File: src/design/ups_pkg.sv
`timescale 1ns / 1ps
`default_nettype none
// Shared types, constants and helpers for the URL path sanitiser.
// Used by ups_ctrl, ups_dp and url_path_sanitizer; depends on nothing.

package ups_pkg;

  localparam int PATH_BYTES_DEF = 64;
  localparam int PREFIX_LEN     = 8;

  localparam logic [7:0] CHR_PCT   = 8'h25;
  localparam logic [7:0] CHR_SLASH = 8'h2F;
  localparam logic [7:0] CHR_DOT   = 8'h2E;
  localparam logic [7:0] CHR_NUL   = 8'h00;

  typedef enum logic [1:0] {
    STAT_OK     = 2'd0,
    STAT_DOTDOT = 2'd1,
    STAT_NUL    = 2'd2,
    STAT_LONG   = 2'd3
  } ups_status_t;

  typedef enum logic [1:0] {
    ESC_NONE = 2'd0,
    ESC_PCT  = 2'd1,
    ESC_HEX  = 2'd2,
    ESC_RSVD = 2'd3
  } ups_esc_t;

  typedef enum logic [3:0] {
    ST_IDLE,
    ST_DECODE,
    ST_CHAR,
    ST_FLUSH,
    ST_CLOSE,
    ST_JUDGE,
    ST_EMIT_RD,
    ST_EMIT_WR,
    ST_STATUS
  } ups_state_t;

  typedef struct packed {
    logic load;
    logic decode;
    logic flush;
    logic char_step;
    logic close;
    logic emit_byte;
    logic emit_status;
    logic clear;
  } ups_cmd_t;

  typedef struct packed {
    logic q_empty;
    logic item_last;
    logic failed;
    logic out_free;
    logic emit_last;
  } ups_sts_t;

  function automatic logic ups_hex_ok(input logic [7:0] c);
    return (c >= 8'h30 && c <= 8'h39) || (c >= 8'h61 && c <= 8'h66) ||
           (c >= 8'h41 && c <= 8'h46);
  endfunction

  function automatic logic [3:0] ups_hex_val(input logic [7:0] c);
    logic [7:0] d;
    begin
      priority if (c >= 8'h30 && c <= 8'h39) begin
        d = c - 8'h30;
      end else if (c >= 8'h61 && c <= 8'h66) begin
        d = c - 8'h57;
      end else if (c >= 8'h41 && c <= 8'h46) begin
        d = c - 8'h37;
      end else begin
        d = 8'h00;
      end
      return d[3:0];
    end
  endfunction

  function automatic logic [7:0] ups_prefix(input logic [2:0] idx);
    logic [7:0] b;
    begin
      unique case (idx)
        3'd0: b = 8'h2F;
        3'd1: b = 8'h70;
        3'd2: b = 8'h61;
        3'd3: b = 8'h70;
        3'd4: b = 8'h65;
        3'd5: b = 8'h72;
        3'd6: b = 8'h6F;
        3'd7: b = 8'h73;
        default: b = 8'h00;
      endcase
      return b;
    end
  endfunction

endpackage

`default_nettype wire

File: src/design/ups_dp.sv
`timescale 1ns / 1ps
`default_nettype none
// Datapath: escape decoding, character queue, segment buffer and result register.
// Depends on ups_pkg; driven by commands from ups_ctrl.

module ups_dp #(
  parameter int PATH_BYTES = ups_pkg::PATH_BYTES_DEF
) (
  input  wire logic              clk,
  input  wire logic              rst_n,
  input  wire ups_pkg::ups_cmd_t cmd,
  output ups_pkg::ups_sts_t      sts,
  input  wire logic [7:0]        in_byte,
  input  wire logic              in_end_only,
  input  wire logic              in_last,
  input  wire logic              out_ready,
  output logic                   out_valid,
  output logic [7:0]             out_byte,
  output logic                   out_last,
  output logic [1:0]             out_status
);
  import ups_pkg::*;

  localparam int BufDepth = PATH_BYTES - PREFIX_LEN;
  localparam int AW       = $clog2(BufDepth);
  localparam int WPW      = $clog2(BufDepth + 1);
  localparam int KW       = $clog2(PATH_BYTES + 1);

  logic [7:0]     byte_r;
  logic           eo_r;
  logic           last_r;

  ups_esc_t       esc_r, esc_nxt;
  logic [7:0]     held_r, held_nxt;
  logic [WPW-1:0] wp_r, wp_nxt;
  logic [1:0]     cnt_r, cnt_nxt;
  logic           all_dots_r, all_dots_nxt;
  ups_status_t    fail_r, fail_nxt;
  logic [7:0]     q_r [3];
  logic [7:0]     q_nxt [3];
  logic [2:0]     q_pl_r, q_pl_nxt;
  logic [1:0]     q_cnt_r, q_cnt_nxt;
  logic [KW-1:0]  k_r, k_nxt;

  logic           fail_ev;
  ups_status_t    fail_code;
  logic           put_en;
  logic           mem_we;
  logic [7:0]     put_chr;
  logic           pop;

  logic [7:0]     mem [BufDepth];
  logic [7:0]     rd_data_r;
  logic [KW-1:0]  k_off;
  logic [KW-1:0]  k_inc;
  logic [KW-1:0]  total;

  logic           out_valid_r;
  logic [7:0]     out_byte_r;
  logic           out_last_r;
  ups_status_t    out_status_r;

  function automatic logic [1:0] fail_rank(input ups_status_t c);
    logic [1:0] r;
    begin
      unique case (c)
        STAT_NUL:    r = 2'd3;
        STAT_DOTDOT: r = 2'd2;
        STAT_LONG:   r = 2'd1;
        STAT_OK:     r = 2'd0;
        default:     r = 2'd0;
      endcase
      return r;
    end
  endfunction

  assign k_off = k_r - KW'(PREFIX_LEN);
  assign k_inc = k_r + KW'(1);
  assign total = KW'(PREFIX_LEN) + KW'(wp_r);

  always_comb begin
    esc_nxt      = esc_r;
    held_nxt     = held_r;
    wp_nxt       = wp_r;
    cnt_nxt      = cnt_r;
    all_dots_nxt = all_dots_r;
    q_nxt        = q_r;
    q_pl_nxt     = q_pl_r;
    q_cnt_nxt    = q_cnt_r;
    k_nxt        = k_r;
    fail_ev      = 1'b0;
    fail_code    = STAT_OK;
    put_en       = 1'b0;
    mem_we       = 1'b0;
    put_chr      = q_r[0];
    pop          = 1'b0;

    if (cmd.decode) begin
      q_cnt_nxt = 2'd0;
      if (!eo_r) begin
        unique case (esc_r)
          ESC_PCT: begin
            if (ups_hex_ok(byte_r)) begin
              held_nxt = byte_r;
              esc_nxt  = ESC_HEX;
            end else begin
              esc_nxt   = ESC_NONE;
              q_nxt[0]  = CHR_PCT;
              q_nxt[1]  = byte_r;
              q_pl_nxt  = 3'b010;
              q_cnt_nxt = 2'd2;
            end
          end
          ESC_HEX: begin
            esc_nxt = ESC_NONE;
            if (ups_hex_ok(held_r) && ups_hex_ok(byte_r)) begin
              q_nxt[0]  = {ups_hex_val(held_r), ups_hex_val(byte_r)};
              q_pl_nxt  = 3'b000;
              q_cnt_nxt = 2'd1;
            end else begin
              q_nxt[0]  = CHR_PCT;
              q_nxt[1]  = held_r;
              q_nxt[2]  = byte_r;
              q_pl_nxt  = 3'b100;
              q_cnt_nxt = 2'd3;
            end
          end
          default: begin
            esc_nxt   = ESC_NONE;
            q_nxt[0]  = byte_r;
            q_pl_nxt  = 3'b001;
            q_cnt_nxt = 2'd1;
          end
        endcase
      end
    end

    if (cmd.flush) begin
      esc_nxt  = ESC_NONE;
      q_pl_nxt = 3'b000;
      q_nxt[0] = CHR_PCT;
      q_nxt[1] = held_r;
      unique case (esc_r)
        ESC_PCT: q_cnt_nxt = 2'd1;
        ESC_HEX: q_cnt_nxt = 2'd2;
        default: q_cnt_nxt = 2'd0;
      endcase
    end

    if (cmd.char_step) begin
      priority if (q_pl_r[0] && q_r[0] == CHR_PCT) begin
        esc_nxt = ESC_PCT;
        pop     = 1'b1;
      end else if (q_r[0] == CHR_NUL) begin
        fail_ev   = 1'b1;
        fail_code = STAT_NUL;
        pop       = 1'b1;
      end else if (q_r[0] == CHR_SLASH) begin
        if (all_dots_r && cnt_r == 2'd2) begin
          fail_ev   = 1'b1;
          fail_code = STAT_DOTDOT;
        end
        cnt_nxt      = 2'd0;
        all_dots_nxt = 1'b1;
        pop          = 1'b1;
      end else if (all_dots_r) begin
        if (q_r[0] == CHR_DOT && cnt_r != 2'd2) begin
          cnt_nxt = cnt_r + 2'd1;
          pop     = 1'b1;
        end else begin
          put_en       = 1'b1;
          put_chr      = CHR_SLASH;
          all_dots_nxt = 1'b0;
        end
      end else if (cnt_r != 2'd0) begin
        put_en  = 1'b1;
        put_chr = CHR_DOT;
        cnt_nxt = cnt_r - 2'd1;
      end else begin
        put_en = 1'b1;
        pop    = 1'b1;
      end
    end

    if (pop) begin
      q_nxt[0]  = q_r[1];
      q_nxt[1]  = q_r[2];
      q_pl_nxt  = {1'b0, q_pl_r[2:1]};
      q_cnt_nxt = q_cnt_r - 2'd1;
    end

    if (put_en) begin
      if (wp_r < WPW'(BufDepth)) begin
        mem_we = 1'b1;
        wp_nxt = wp_r + WPW'(1);
      end else begin
        fail_ev   = 1'b1;
        fail_code = STAT_LONG;
      end
    end

    if (cmd.close) begin
      if (all_dots_r && cnt_r == 2'd2) begin
        fail_ev   = 1'b1;
        fail_code = STAT_DOTDOT;
      end
      cnt_nxt      = 2'd0;
      all_dots_nxt = 1'b1;
    end

    if (cmd.emit_byte) begin
      k_nxt = k_inc;
    end

    fail_nxt = (fail_ev && fail_rank(fail_code) > fail_rank(fail_r)) ? fail_code : fail_r;

    if (cmd.clear) begin
      esc_nxt      = ESC_NONE;
      held_nxt     = 8'h00;
      wp_nxt       = '0;
      cnt_nxt      = 2'd0;
      all_dots_nxt = 1'b1;
      fail_nxt     = STAT_OK;
      q_cnt_nxt    = 2'd0;
      k_nxt        = '0;
    end
  end

  always_ff @(posedge clk) begin
    if (!rst_n) begin
      esc_r      <= ESC_NONE;
      held_r     <= 8'h00;
      wp_r       <= '0;
      cnt_r      <= 2'd0;
      all_dots_r <= 1'b1;
      fail_r     <= STAT_OK;
      q_cnt_r    <= 2'd0;
      k_r        <= '0;
    end else begin
      esc_r      <= esc_nxt;
      held_r     <= held_nxt;
      wp_r       <= wp_nxt;
      cnt_r      <= cnt_nxt;
      all_dots_r <= all_dots_nxt;
      fail_r     <= fail_nxt;
      q_cnt_r    <= q_cnt_nxt;
      k_r        <= k_nxt;
    end
  end

  always_ff @(posedge clk) begin
    q_r    <= q_nxt;
    q_pl_r <= q_pl_nxt;
    if (cmd.load) begin
      byte_r <= in_byte;
      eo_r   <= in_end_only;
      last_r <= in_last;
    end
  end

  always_ff @(posedge clk) begin
    if (mem_we) begin
      mem[wp_r[AW-1:0]] <= put_chr;
    end
    rd_data_r <= mem[k_off[AW-1:0]];
  end

  always_ff @(posedge clk) begin
    if (!rst_n) begin
      out_valid_r <= 1'b0;
    end else if (cmd.emit_byte || cmd.emit_status) begin
      out_valid_r <= 1'b1;
    end else if (out_ready) begin
      out_valid_r <= 1'b0;
    end
  end

  always_ff @(posedge clk) begin
    if (cmd.emit_byte) begin
      out_byte_r   <= (k_r < KW'(PREFIX_LEN)) ? ups_prefix(k_r[2:0]) : rd_data_r;
      out_last_r   <= (k_inc == total);
      out_status_r <= STAT_OK;
    end else if (cmd.emit_status) begin
      out_byte_r   <= 8'h00;
      out_last_r   <= 1'b1;
      out_status_r <= fail_r;
    end
  end

  assign sts.q_empty   = (q_cnt_r == 2'd0);
  assign sts.item_last = last_r;
  assign sts.failed    = (fail_r != STAT_OK);
  assign sts.out_free  = !out_valid_r || out_ready;
  assign sts.emit_last = (k_inc == total);

  assign out_valid  = out_valid_r;
  assign out_byte   = out_byte_r;
  assign out_last   = out_last_r;
  assign out_status = out_status_r;

endmodule

`default_nettype wire

File: src/design/ups_ctrl.sv
`timescale 1ns / 1ps
`default_nettype none
// Controller state machine: sequences decode, character steps, close-out and emission.
// Depends on ups_pkg; commands ups_dp through ups_cmd_t, reads back ups_sts_t.

module ups_ctrl (
  input  wire logic              clk,
  input  wire logic              rst_n,
  input  wire logic              in_valid,
  output logic                   in_ready,
  input  wire ups_pkg::ups_sts_t sts,
  output ups_pkg::ups_cmd_t      cmd
);
  import ups_pkg::*;

  ups_state_t state_r, state_nxt;
  logic       flushed_r, flushed_nxt;

  always_ff @(posedge clk) begin
    if (!rst_n) begin
      state_r   <= ST_IDLE;
      flushed_r <= 1'b0;
    end else begin
      state_r   <= state_nxt;
      flushed_r <= flushed_nxt;
    end
  end

  always_comb begin
    state_nxt   = state_r;
    flushed_nxt = flushed_r;
    cmd         = '0;
    in_ready    = 1'b0;
    unique case (state_r)
      ST_IDLE: begin
        in_ready = 1'b1;
        if (in_valid) begin
          cmd.load    = 1'b1;
          flushed_nxt = 1'b0;
          state_nxt   = ST_DECODE;
        end
      end
      ST_DECODE: begin
        cmd.decode = 1'b1;
        state_nxt  = ST_CHAR;
      end
      ST_CHAR: begin
        priority if (!sts.q_empty) begin
          cmd.char_step = 1'b1;
        end else if (!sts.item_last) begin
          state_nxt = ST_IDLE;
        end else if (!flushed_r) begin
          state_nxt = ST_FLUSH;
        end else begin
          state_nxt = ST_CLOSE;
        end
      end
      ST_FLUSH: begin
        cmd.flush   = 1'b1;
        flushed_nxt = 1'b1;
        state_nxt   = ST_CHAR;
      end
      ST_CLOSE: begin
        cmd.close = 1'b1;
        state_nxt = ST_JUDGE;
      end
      ST_JUDGE: begin
        state_nxt = sts.failed ? ST_STATUS : ST_EMIT_RD;
      end
      ST_EMIT_RD: begin
        state_nxt = ST_EMIT_WR;
      end
      ST_EMIT_WR: begin
        if (sts.out_free) begin
          cmd.emit_byte = 1'b1;
          if (sts.emit_last) begin
            cmd.clear = 1'b1;
            state_nxt = ST_IDLE;
          end else begin
            state_nxt = ST_EMIT_RD;
          end
        end
      end
      ST_STATUS: begin
        if (sts.out_free) begin
          cmd.emit_status = 1'b1;
          cmd.clear       = 1'b1;
          state_nxt       = ST_IDLE;
        end
      end
      default: begin
        state_nxt = ST_IDLE;
      end
    endcase
  end

endmodule

`default_nettype wire

File: src/design/url_path_sanitizer.sv
// URL path sanitiser: takes one raw path byte per request (none if end-only), percent-decodes
// it, splits on '/', drops "." segments and buffers the kept segments; on the request marked
// last it sends the fixed eight-byte prefix followed by "/segment" for each kept segment, or a
// single status-only result (dot-dot, NUL, too long) with no path bytes. Timing is set by the
// controller, which walks one decoded character or one buffer write per cycle: a request
// passes through load and decode, then one step per queued character and one per buffer
// write that consumes no character (the leading '/' of a segment and any held dots). The last
// request adds a close-out (flush, steps for a pending escape, close, judge), then a
// buffer read and an output write per result byte (the segment buffer has a registered read
// port) or one output write for a status-only result. There is no clearing pass after reset.
// A finished result waits in the output register while the next request is taken.
`timescale 1ns / 1ps
`default_nettype none

module url_path_sanitizer #(
  parameter int PATH_BYTES = ups_pkg::PATH_BYTES_DEF
) (
  input  wire logic       clk,
  input  wire logic       rst_n,
  input  wire logic       in_valid,
  output logic            in_ready,
  input  wire logic [7:0] in_byte,
  input  wire logic       in_end_only,
  input  wire logic       in_last,
  output logic            out_valid,
  input  wire logic       out_ready,
  output logic [7:0]      out_byte,
  output logic            out_last,
  output logic [1:0]      out_status
);
  import ups_pkg::*;

  ups_cmd_t cmd;
  ups_sts_t sts;

  ups_ctrl u_ctrl (
    .clk      (clk),
    .rst_n    (rst_n),
    .in_valid (in_valid),
    .in_ready (in_ready),
    .sts      (sts),
    .cmd      (cmd)
  );

  ups_dp #(
    .PATH_BYTES (PATH_BYTES)
  ) u_dp (
    .clk         (clk),
    .rst_n       (rst_n),
    .cmd         (cmd),
    .sts         (sts),
    .in_byte     (in_byte),
    .in_end_only (in_end_only),
    .in_last     (in_last),
    .out_ready   (out_ready),
    .out_valid   (out_valid),
    .out_byte    (out_byte),
    .out_last    (out_last),
    .out_status  (out_status)
  );

  a_no_emit_when_idle: assert property (@(posedge clk) disable iff (!rst_n)
    in_ready |-> !(cmd.emit_byte || cmd.emit_status))
    else $error("result loaded while taking requests");

  a_status_only: assert property (@(posedge clk) disable iff (!rst_n)
    (out_valid && out_status != STAT_OK) |-> (out_last && out_byte == 8'h00))
    else $error("failure result is not status-only");

  a_accept_busy: assert property (@(posedge clk) disable iff (!rst_n)
    (in_valid && in_ready) |=> !in_ready)
    else $error("second request taken before the first was processed");

  a_clear_to_idle: assert property (@(posedge clk) disable iff (!rst_n)
    cmd.clear |=> (in_ready && out_valid && out_last))
    else $error("path close-out did not return to idle with final result");

endmodule

`default_nettype wire

File: config.mk
export PLATFORM = sky130hd
export DESIGN_NAME = url_path_sanitizer
export DESIGN_NICKNAME = d
export VERILOG_FILES = /design/src/design/ups_pkg.sv /design/src/design/ups_dp.sv /design/src/design/ups_ctrl.sv /design/src/design/url_path_sanitizer.sv
export SDC_FILE = /design/constraint.sdc
export NUM_CORES = 1
export LEC_CHECK = 0
export ABC_AREA = 1
export BUFFER_PORTS_ARGS = -buffer_cell sky130_fd_sc_hd__buf_4
export CAP_MARGIN = 0
export CELL_PAD_IN_SITES_DETAIL_PLACEMENT = 2
export CELL_PAD_IN_SITES_GLOBAL_PLACEMENT = 2
export CORE_UTILIZATION = 43
export CTS_CLUSTER_SIZE = 25
export DETAILED_ROUTE_END_ITERATION = 8
export HOLD_SLACK_MARGIN = 0.08
export PLACE_DENSITY_LB_ADDON = 0.1
export SYNTH_ARGS = -nofsm -noshare
export SYNTH_HDL_FRONTEND = slang
export SYNTH_SLANG_ARGS = --single-unit
File: constraint.sdc
create_clock -name clk -period 4.16 [get_ports clk]
set_clock_uncertainty 0.15 [all_clocks]
set_input_delay 0.832 -clock clk [delete_from_list [all_inputs] [get_ports clk]]
set_output_delay 0.832 -clock clk [all_outputs]
set_load 0.01 [all_outputs]
Yosys cells after proc, flatten, opt, wreduce, memory -nomap -nowiden
Memory sizes are Yosys's and may differ from the RTL's. A register that Yosys moved wholly into a read port is not among the register bits.
Cells that the tools add are included.
W data, S select, Z words.
{ "op_classes": {"n_addsub": 13, "magnitude_cmp": 15, "n_eq_ne": 31, "mux": 123, "n_bitwise": 5, "reduce_logical": 45} }
{ "ops": {"columns": ["cell", "n"], "rows": [
  ["$mux W8", 12],
  ["$mux W16", 4],
  ["$mux W2", 30],
  ["$mux W24", 2],
  ["$mux W1", 47],
  ["$mux W4", 11],
  ["$ge A8 B7 Y1 const B", 4],
  ["$le A8 B7 Y1 const B", 4],
  ["$pmux W4 S8", 1],
  ["$pmux W8 S2", 2],
  ["$eq A8 B6 Y1 const B", 3],
  ["$mux W3", 7],
  ["$eq A4 B3 Y1 const B", 4],
  ["$ge A8 B6 Y1 const B", 2],
  ["$le A8 B6 Y1 const B", 2],
  ["$pmux W2 S4", 2],
  ["$sub A4 B3 Y4 const B", 4],
  ["$eq A2 B2 Y1 const B", 6],
  ["$reduce_and A4 Y1", 3],
  ["$logic_and A1 B1 Y1", 11],
  ["$ne A2 B2 Y1 const B", 5],
  ["$reduce_and A5 Y1", 2],
  ["$reduce_bool A2 Y1", 5],
  ["$reduce_and A3 Y1", 3],
  ["other kinds (32)", 56]
]} }
{ "word_totals": {"ff_bits": 84, "mem_bits_rw": 448, "rom_bits": 48, "inputBits": 14, "out_inout_bits": 13, "word_cells": 256, "mem_count": 2} }
{ "memory_table": {"columns": ["memory", "words", "word_bits", "read_ports", "rd_ports_with_merged_regs", "wr", "line", "rtl"], "rows": [
  ["u_dp.mem", 56, 8, 1, 1, 1, "ups_dp.sv:52", "logic [7:0] mem [BufDepth];"],
  ["(no name shown)", 8, 6, 1, 1, 0, "ups_pkg.sv:85", "unique case (idx)"]
]} }

Longest topological paths before layout
Gate-level depths: netlist of run 1.
{ "logic_depth": {"depth_word": 15, "mapped_depth": 20, "ltp_nobuf": 20} }

Modules after synthesis
A second synthesis of run 1 with hierarchy kept.
{ "unflattened": {"hier_cells": 2123, "hier_area_um2": 23411.2} }
{ "by_module_without_submodules": {"columns": ["mod", "n_inst", "cells_each", "area_each_um2"], "rows": [
  ["ups_dp", 1, 2048, 22964.5],
  ["ups_ctrl", 1, 75, 446.7]
]} }

Worst setup path before layout of run 1
OpenSTA, ideal clock, no wires.
{ "synth_timing": {"kind": "register to register", "from": "reg u_ctrl.state_r[1]", "to": "mem u_dp.mem[0][0], data pin", "setup_time_ns": 0.510, "t_arrival_ns": 2.576, "t_required_ns": 3.500, "slack_ns": 0.925, "stages_incl_launch_ff": 9, "path_buffers": 0, "period_less_slack_ns": 3.235, "cell_sequence": "dfxtp_1 > inv_2 > nor2_2 > nand2_2 > nor2_4 > nand2_2 > inv_2 > nand2_2 > o22ai_1"} }
{ "synth_between": {"elab_chain_cells": 3} }
{ "synth_rtl": {"columns": ["item", "line", "rtl"], "rows": [
  ["from (decl)", "ups_ctrl.sv:16", "ups_state_t state_r, state_nxt;"],
  ["from (signal assigned)", "ups_ctrl.sv:24", "state_r <= state_nxt;"],
  ["$eq A4 B2 Y1", "ups_ctrl.sv:34", "unique case (state_r)"],
  ["$mux W1", "ups_ctrl.sv:34", null],
  ["$mux W8", "ups_dp.sv:150", "if (cmd.char_step) begin"],
  ["via u_dp.put_chr[0]", "ups_dp.sv:49", "logic [7:0] put_chr;"],
  ["to (decl)", "ups_dp.sv:52", null]
]} }
The timed path passes the listed nets, and every way through them passes these cells.

Worst setup path in the final report of run 1
{ "layout_timing": {"from": "reg u_ctrl.state_r[3]", "to": "mem u_dp.mem[12][3] (enable)"} }
{ "layout_between": {"elab_chain_cells": 6} }
{ "layout_rtl": {"columns": ["item", "line", "rtl"], "rows": [
  ["$eq A4 B2 Y1", "ups_ctrl.sv:34", null],
  ["$mux W1", "ups_ctrl.sv:34", null],
  ["$mux W1", "ups_dp.sv:150", null],
  ["$mux W1", "ups_dp.sv:192", "if (put_en) begin"],
  ["$mux W1", "ups_dp.sv:262", "if (mem_we) begin"],
  ["$mux W1 (implied by the code)", "ups_dp.sv:263", "mem[wp_r[AW-1:0]] <= put_chr;"]
]} }
No other way between the ends.

==> results of run 1 <==
## power by group through the flow
stage | Combinational, mW | Clock (mW) | Sequential [mW]
after floorplan | 0.259 | 0 | 6.28
after global placement | 0.510 | 0 | 6.28
after detailed placement | 0.530 | 0 | 6.28
after CTS | 0.532 | 5.24 | 6.16
after global routing | 0.569 | 5.41 | 6.17
final | 0.522 | 5.16 | 6.16
## routing by layer
layer | up-vias | wire length (microns) | part of all wire [%]
li1 | 7222 | - | -
met1 | 8602 | 31890 | 42
met2 | 400 | 38760 | 51
met3 | 110 | 3165 | 4.2
met4 | 2 | 1749 | 2.3
met5 | - | 8 | 0.011
## final cells by class
class	instances	area share (%)
Sequential cell	546	61.65
Multi-Input combinational cell	1244	24.38
Clock buffer	75	6.134
Tap cell	688	3.344
Timing Repair Buffer	59	1.866
Inverter	105	1.541
Clock inverter	31	1.079
## path summary, 6_finish.rpt
kind | end | slack [ns]
worst min-delay path | u_dp.byte_r[1] | 0.25
worst min register to register | u_dp.q_pl_r[2] | 0.32
worst max-delay path | u_dp.mem[12][3] | 0.62
worst max register to register | u_dp.mem[12][3] | 0.62
## per-stage QoR
stage | util (%) | total power, mW | hold slack, ns | instances
4_1_cts | 48.99 | 11.93 | 0.2121 | 2748
6_report | 48.99 | 11.85 | 0.2463 | 2748
5_1_grt | 48.99 | 12.14 | 0.2284 | 2748
2_1_floorplan | - | 6.535 | 0.2906 | 1997
3_3_place_gp | 45.45 | 6.787 | 0.3154 | 2642
3_5_place_dp | 45.45 | 6.811 | 0.3148 | 2642
## state kept, by name, indices dropped and copies added (netlist names), 3 cells and up, named ones only
signal and cells:
u_dp.out_byte 8, u_dp.held_r 8, u_dp.q_pl_r 3, u_dp.q_r 24, u_dp.wp_r 6, u_dp.rd_data_r 8
u_dp.mem 448, u_dp.byte_r 8, u_dp.k_r 7, u_ctrl.state_r 4
## cell usage after synthesis, drive strengths merged (7+ instances only)
cell type / count / area (sq um)
xor2: 10 / 87.58
clkbuf: 84 / 315.3
buf: 18 / 86.33
o21ai: 246 / 1231
nand3: 88 / 498.0
nor3: 23 / 130.1
o22ai: 42 / 262.8
nand2: 299 / 1140
o221ai: 64 / 560.5
nor2: 307 / 1199
ha: 22 / 275.3
a21oi: 101 / 505.5
edfxtp: 493 / 14800
inv: 102 / 382.9
o211ai: 7 / 52.55
dfxtp: 53 / 1061
nand4: 12 / 75.07
## kinds of logic (layout without fill, tap and decap cells)
family                   after synthesis  in the layout  share of synthesized area, %
AND/OR/NAND/NOR                      737            737                         13.55
adder cells (fa/ha/maj)               22             22                         1.204
AO/OA/AOI/OAI                        471            471                         11.81
XOR/XNOR                              13             13                        0.4981
buffers and inverters                207            270                         3.481
multiplexers                           1              1                       0.04379
flip-flops                           546            546                         69.41
## worst max-delay path: stages (launching register included)
cell     delay [ns]
dfxtp_1        0.35
nor2_1         0.23
nand2_2        0.13
nor2_4         0.15
nand2_2        0.09
inv_2          0.11
nand2_2        0.13
nor2_4         0.18
nand2_4        0.14
nor2_4         0.18
nand3_2        0.44
nor2_1         0.85
==> out/results.ini, run 1 <==
[power]
p_switching_mw = 2.651
p_clk_share_pct = 43.6
p_per_area_nw_per_um2 = 460.3
seqPwrFrac_pct = 52.0
p_int_mw = 9.199
pwr-share-comb_pct = 4.4
leakagePower_nw = 8.833
vdd.ir_drop.worst_v = 0.0003303
p_sw_share_pct = 22.37

[global_route]
grt.total_usage_pct = 28.47
use_met2_pct = 50.39
grtUsageMet3_pct = 3.358
use_met1_pct = 36.69
antenna_found_initial = 2
grt_pass1_vias = 17750
busiest_layer = met2
grt_pass1_wl_mm = 114.3
grt_overflow = 0
grt_max_degree = 159

[place]
dp_hpwl_mm = 48.12
port_buffers = 26
dp_worst_setup_slack_ns = 0.6634
place.gp.congestion = 0.8536
dpl-instance-area_sq_um = 23890

[critical_path]
worstSetupEndpointType = flop
cp_max_fo = 8
r2r_start = u_ctrl.state_r[3]
reg2regPathDepth = 11
worstSetupStartpointType = flop
arrival_ns = 3.63
required_ns = 4.25
crit_start = u_ctrl.state_r[3]
worst-setup-path-type = flop to flop

[floorplan]
ios = 27
initial_core_util_pct = 43.50
die_y_microns = 232.6
die_w_microns = 232.6
rows = 84
coreArea_sq_um = 52550
dieArea_sq_um = 54080

[finish]
layout_commonest_cell = edfxtp_1
layout-drive-gt1-share_pct = 9.563
multi_input_area_sq_um = 6277
finalInstanceArea_sq_um = 25740
fillerInstances = 5230
area_delta_synth_final_pct = 12.63
regArea_sq_um = 15870
final_nets = 2049
layout_common_cells = edfxtp_1 (493), nor2_1 (297), nand2_1 (294), o21ai_0 (197), a21oi_1 (97)
insertedDiodeCount = 0

[run]
cap_violations = 0

[drt]
firstDrtPassIters = 5
drtAntennaViolNets = 0
via_count = 16340
drc_errors = 0
routed_via_density = 5.945
first_iter_violations = 1313
wl_per_cell_microns = 27.50
drt-total-wl_mm = 75.57

[hold_path]
holdCritPathClass = primary input to flop
min_path_cells = 1
worstHoldStart = in_byte[1]

[clock_tree]
cts_made_buffers = 57
cts_tree = built
htree_levels = 2
clk_pin_slew_ns = 0.06
post_cts_resized = 0
cts_sinks = 546
cts_hold_buf = 0
clk_latency_ns = 0.63
clock_path_buffers = 3
post_cts_buffers = 0
cts_root_buf = clkbuf_16

[sta]
timing.fmax_mhz = 282.2
maxSlewViolCount = 0
finalWorstSetupSlack_ns = 0.6160
fin_crit_ns = 3.544
period_share_pct = 85.19
tightest_slew_ns = 1.026
setup_viol_count_final = 0
setup_tns_ns = 0
hold_viol_final = 0
grt_setup_unrepaired = false
slew_headroom_pct = 30.88

[synth]
seq_area_frac_synth_pct = 69.41
syn_area_per_cell_sq_um = 11.45
synth_nets = 2033
synthArstFlopShare_pct = 0
synth-main-ff-cell = edfxtp_1
ys_seq_elements = 546
synth_cell_types = 41
syn_inst = 1997
syn-cell-area_sq_um = 22860
synth_edf_count = 493
synth_warnings = 0

[outcome]
status = finished clean

Note: power is estimated with default switching activity, not from simulation.
==> inputs of run 2 (changes only) <==
--- a/config.mk
+++ b/config.mk
@@ -15,6 +15,7 @@
 export DETAILED_ROUTE_END_ITERATION = 8
 export HOLD_SLACK_MARGIN = 0.08
 export PLACE_DENSITY_LB_ADDON = 0.1
+export REMOVE_ABC_BUFFERS = 1
 export SYNTH_ARGS = -nofsm -noshare
 export SYNTH_HDL_FRONTEND = slang
 export SYNTH_SLANG_ARGS = --single-unit
==> run 2 against run 1 <==
  * Final cell count is 0.95% higher
  * Register-to-register slack gained 0.12 ns
  * Fmax rose by 3.6%
  * Sequential cell count unchanged
  * Via count barely moved
  * Global-route usage increased by 0.54 points
  * Clock power hardly changed
  * Largest cell class unchanged
  * Highest routed layer unchanged
==> out/results.ini, run 2 (synthesized netlist as in run 1, its figures left out) <==
[place]
dp_worst_setup_slack_ns = 0.7850  ; was 0.6634 ns
placed_cells = 2667  ; was 2642
port_buffers = 26  ; unchanged
place.gp.congestion = 0.8516  ; was 0.8536
dp_hpwl_mm = 48.59  ; was 48.12 mm

[clock_tree]
cts_tree = built  ; unchanged
clock_path_buffers = 3  ; unchanged
cts_root_buf = clkbuf_16  ; unchanged
htree_levels = 2  ; unchanged
post_cts_buffers = 0  ; unchanged
post_cts_resized = 0  ; unchanged
cts_made_buffers = 58  ; was 57
cts_hold_buf = 0  ; unchanged
clk_latency_ns = 0.64  ; was 0.63 ns
clk_pin_slew_ns = 0.06  ; about the same
cts_sinks = 546  ; unchanged

[sta]
tightest_slew_ns = 1.181  ; was 1.026 ns
fin_crit_ns = 3.420  ; was 3.544 ns
hold_viol_final = 0  ; unchanged
setup_viol_count_final = 0  ; unchanged
timing.fmax_mhz = 292.4  ; was 282.2 MHz
slew_headroom_pct = 21.30  ; was 30.88%
finalWorstSetupSlack_ns = 0.7398  ; was 0.6160 ns
grt_setup_unrepaired = false  ; unchanged
maxSlewViolCount = 0  ; unchanged
period_share_pct = 82.22  ; was 85.19%
setup_tns_ns = 0  ; unchanged

[finish]
stdcell_count = 2774  ; was 2748
largest_reg_flops = 448  ; unchanged
insertedDiodeCount = 0  ; unchanged
layout_commonest_cell = edfxtp_1  ; unchanged
layout_common_cells = edfxtp_1 (493), nor2_1 (297), nand2_1 (294), o21ai_0 (197), a21oi_1 (97)  ; unchanged
final_nets = 2075  ; was 2049
utilization_pct = 49.38  ; was 48.99%
layout-drive-gt1-share_pct = 10.40  ; was 9.563%
area_delta_synth_final_pct = 13.53  ; was 12.63%
fillerInstances = 5218  ; was 5230

[critical_path]
worst-setup-path-type = flop to flop  ; unchanged
arrival_ns = 3.52  ; was 3.63 ns
r2r_setup_slack_ns = 0.74  ; was 0.62 ns
worstSetupStartpointType = flop  ; unchanged
cp_max_fo = 8  ; unchanged
worstSetupEndpointType = flop  ; unchanged
required_ns = 4.26  ; was 4.25 ns

[power]
leakagePower_nw = 8.955  ; was 8.833 nW
finalPower_mw = 11.86  ; was 11.85 mW
vdd.ir_drop.worst_v = 0.0002958  ; was 0.0003303 V
p_per_area_nw_per_um2 = 457.0  ; was 460.3 nW/um^2

[floorplan]
rows = 84  ; unchanged
ios = 27  ; unchanged
coreArea_sq_um = 52550  ; unchanged
die_w_microns = 232.6  ; unchanged
dieArea_sq_um = 54080  ; unchanged
die_y_microns = 232.6  ; unchanged
initial_core_util_pct = 43.50  ; unchanged

[global_route]
grt.total_usage_pct = 29.01  ; was 28.47%
grt_max_degree = 189  ; was 159
grt_pass1_vias = 18070  ; was 17750
grt_pass1_wl_mm = 115.6  ; was 114.3 mm
antenna_found_initial = 1  ; was 2
grt_overflow = 0  ; unchanged

[drt]
drt-total-wl_mm = 76.91  ; was 75.57 mm
via_count = 16330  ; was 16340
wl_per_cell_microns = 27.72  ; was 27.50 microns
drtAntennaViolNets = 0  ; unchanged
drc_errors = 0  ; unchanged
first_iter_violations = 1165  ; was 1313
firstDrtPassIters = 5  ; unchanged
routed_via_density = 5.885  ; was 5.945

[run]
cap_violations = 0  ; unchanged

[outcome]
status = finished clean  ; unchanged

[hold_path]
holdCritPathClass = primary input to flop  ; unchanged

run 2: layout make-up:
type / instances / area, sq um / share of cell area, %
Multi-Input combinational cell: 1244 / 6277 / 24.19
Timing Repair Buffer: 84 / 680.7 / 2.623
Tap cell: 688 / 860.8 / 3.317
Sequential cell: 546 / 15870 / 61.16
Clock inverter: 27 / 247.7 / 0.9547
Clock buffer: 80 / 1615 / 6.225
Inverter: 105 / 396.6 / 1.528
run 2: worst max-delay path: stages, from the launching register on:
cell and delay (ns):
dfxtp_1 0.43, inv_2 0.10, nor2_2 0.12, nand2_2 0.09, nor2_4 0.14, nand2_2 0.09
inv_2 0.12, nand2_2 0.14, nor2_4 0.17, nand2_4 0.13, nor2_4 0.18, nand3_2 0.32
nor2_1 0.84
run 2: through the flow:
step           hold slack, ns  area (sq um)
6_report               0.2280         25950
5_1_grt                0.2036         25950
4_1_cts                0.1945         25950
3_5_place_dp           0.3013         24090
3_3_place_gp           0.2827         24090
2_1_floorplan          0.2908         22460
run 2: report_power, final:
part / internal (mW) / switching, mW
combinational: 0.113 / 0.409
sequential: 6.13 / 0.0373
clock: 2.95 / 2.22
run 2: routing by layer:
layer / part of all wire (%) / vias up / GRT usage (%)
met5: 0.012 / - / 0
met2: 52 / 405 / 52.48
met1: 41 / 8519 / 35.33
met3: 4.4 / 131 / 4.387
li1: - / 7269 / -
met4: 2.9 / 2 / 9.109
run 2: path summary, 6_finish.rpt:
check | start | to | cells past startpoint
min reg2reg | u_dp.out_status[1] | u_dp.out_status[1] | 2
max reg2reg | u_ctrl.state_r[1] | u_dp.mem[12][2] | 12
max | u_ctrl.state_r[1] | u_dp.mem[12][2] | 12
min | in_end_only | u_dp.eo_r | 1
==> inputs of run 3 (changes only) <==
--- a/config.mk
+++ b/config.mk
@@ -10,7 +10,7 @@
 export CAP_MARGIN = 0
 export CELL_PAD_IN_SITES_DETAIL_PLACEMENT = 2
 export CELL_PAD_IN_SITES_GLOBAL_PLACEMENT = 2
-export CORE_UTILIZATION = 43
+export CORE_UTILIZATION = 39
 export CTS_CLUSTER_SIZE = 25
 export DETAILED_ROUTE_END_ITERATION = 8
 export HOLD_SLACK_MARGIN = 0.08
==> constraint.sdc (replaced) <==
create_clock -name clk -period 2.9 [get_ports clk]
set_clock_uncertainty 0.15 [all_clocks]
set_input_delay 0.58 -clock clk [delete_from_list [all_inputs] [get_ports clk]]
set_output_delay 0.58 -clock clk [all_outputs]
set_load 0.01 [all_outputs]
==> run 3 against run 2 <==
  * Non-clock buffer count up 100
  * Routed wire length increased by 1.1%
  * Sequential power up 43%
  * Sequential cell count unchanged
  * Worst setup slack lost 0.60 ns
  * Count of clock-buffer cells in the layout fell by 11
  * Cell area is 5.1% higher
==> out/results.ini, run 3 (synthesized netlist as in run 1, its figures left out) <==
[clock_tree]
clock_path_buffers = 3  ; unchanged
htree_levels = 2  ; unchanged
clk_latency_ns = 0.64  ; about the same
cts_root_buf = clkbuf_16  ; unchanged
cts_tree = built  ; unchanged
cts_sinks = 546  ; unchanged
cts_made_buffers = 60  ; was 58
clk_pin_slew_ns = 0.06  ; about the same

[run]
cap_violations = 0  ; unchanged

[global_route]
grt_pass1_wl_mm = 117.8  ; was 115.6 mm
grt_max_degree = 97  ; was 189
antenna_found_initial = 0  ; was 1
grt_pass1_vias = 18530  ; was 18070
grt.total_usage_pct = 26.38  ; was 29.01%
grt_overflow = 0  ; unchanged

[power]
finalPower_mw = 17.65  ; was 11.86 mW
p_per_area_nw_per_um2 = 647.0  ; was 457.0 nW/um^2
vdd.ir_drop.worst_v = 0.0004984  ; was 0.0002958 V
leakagePower_nw = 9.651  ; was 8.955 nW

[place]
place.gp.congestion = 0.8372  ; was 0.8516
placed_cells = 2825  ; was 2667
dp_hpwl_mm = 49.36  ; was 48.59 mm
port_buffers = 26  ; unchanged

[drt]
routed_via_density = 5.609  ; was 5.885
drc_errors = 0  ; unchanged
drtAntennaViolNets = 0  ; unchanged
wl_per_cell_microns = 26.29  ; was 27.72 microns
first_iter_violations = 933  ; was 1165
firstDrtPassIters = 5  ; unchanged
via_count = 16590  ; was 16330
drt-total-wl_mm = 77.77  ; was 76.91 mm

[floorplan]
die_y_microns = 244.1  ; was 232.6 microns
rows = 88  ; was 84
die_w_microns = 244.1  ; was 232.6 microns
coreArea_sq_um = 57810  ; was 52550 sq um
initial_core_util_pct = 39.54  ; was 43.50%
dieArea_sq_um = 59580  ; was 54080 sq um
ios = 27  ; unchanged

[sta]
fin_crit_ns = 2.765  ; was 3.420 ns
period_share_pct = 95.33  ; was 82.22%
slew_headroom_pct = 30.80  ; was 21.30%
hold_viol_final = 0  ; unchanged
timing.fmax_mhz = 361.7  ; was 292.4 MHz
maxSlewViolCount = 0  ; unchanged
tightest_slew_ns = 1.027  ; was 1.181 ns
setup_viol_count_final = 0  ; unchanged

[hold_path]
holdCritPathClass = primary input to flop  ; unchanged

[finish]
final_nets = 2177  ; was 2075
stdcell_count = 2958  ; was 2774
insertedDiodeCount = 0  ; unchanged
layout_common_cells = edfxtp_1 (493), nor2_1 (293), nand2_1 (290), o21ai_0 (196), buf_4 (154)  ; was edfxtp_1 (493), nor2_1 (297), nand2_1 (294), o21ai_0 (197), a21oi_1 (97)
layout-drive-gt1-share_pct = 15.46  ; was 10.40%
largest_reg_flops = 448  ; unchanged
layout_commonest_cell = edfxtp_1  ; unchanged
multi_input_area_sq_um = 6341  ; was 6277 sq um
utilization_pct = 47.19  ; was 49.38%
regArea_sq_um = 15870  ; unchanged
fillerInstances = 5825  ; was 5218
area_delta_synth_final_pct = 19.34  ; was 13.53%

[critical_path]
required_ns = 3.08  ; was 4.26 ns
cp_max_fo = 56  ; was 8
worstSetupEndpointType = flop  ; unchanged
worstSetupStartpointType = flop  ; unchanged
arrival_ns = 2.95  ; was 3.52 ns
worst-setup-path-type = flop to flop  ; unchanged

[outcome]
status = finished clean  ; unchanged

[run 3: worst paths after layout]
check	cells after the start	startpoint	end	slack (ns)
hold / removal	4	out_ready	u_ctrl.state_r[0]	0.15
setup reg to reg	10	u_dp.q_r[23]	u_dp.mem[7][6]	0.14
setup / recovery	10	u_dp.q_r[23]	u_dp.mem[7][6]	0.14
hold reg to reg	2	u_dp.out_status[0]	u_dp.out_status[0]	0.31
[run 3: critical path: stages (launching register included)]
cell and delay [ns]:
edfxtp_1 0.38, inv_2 0.08, nand2_2 0.08, nor3_4 0.24, nand2_2 0.10, buf_4 0.17, nand2_1 0.06, nor2_1 0.05
o21ai_0 0.80, nor2_4 0.06, buf_12 0.27
[run 3: metrics by stage]
step                area (sq um)  hold WS, ns  setup TNS (ns)  setup slack [ns]
detailed placement         24940       0.3014         -0.3147           -0.1168
floorplan                  22460       0.2908         -299.86            -4.400
finish                     27280       0.1525               0            0.1353
global placement           24940       0.2880               0           0.01219
global route               27280       0.1686        -0.02968          -0.01491
CTS                        27220       0.1240               0          0.001447
[run 3: what timing repair did]
item / CTS / global route
pin swaps: 1 / 1
setup buffers: 5 / 3
gates resized for setup: 7 / 12
endpoints found under the hold margin: 11 / 0
hold buffers: 11 / 0
setup endpoints to repair: 35 / 448
[run 3: area by class of cell]
type	count	area share [%]
multi-input combinational	1244	23.25
sequential	546	58.19
timing repair buffer	184	6.036
tap	765	3.509
inverter	105	1.463
clock inverter	45	1.587
clock buffer	69	5.972
[run 3: per-layer routing]
| metal | wire length (microns) | vias to the layer above | track usage, % |
|---|---|---|---|
| li1 | - | 7489 | - |
| met1 | 32320 | 8688 | 32.34 |
| met2 | 40980 | 305 | 48.41 |
| met3 | 2472 | 108 | 3.237 |
| met4 | 2001 | 0 | 7.482 |
| met5 | 0 | - | 0 |
[run 3: power by group]
part | internal [mW] | switching (mW) | total [mW]
Combinational | 0.218 | 0.629 | 0.847
Clock | 4.65 | 3.31 | 7.97
Sequential | 8.79 | 0.0489 | 8.83
Total | 13.7 | 3.99 | 17.6
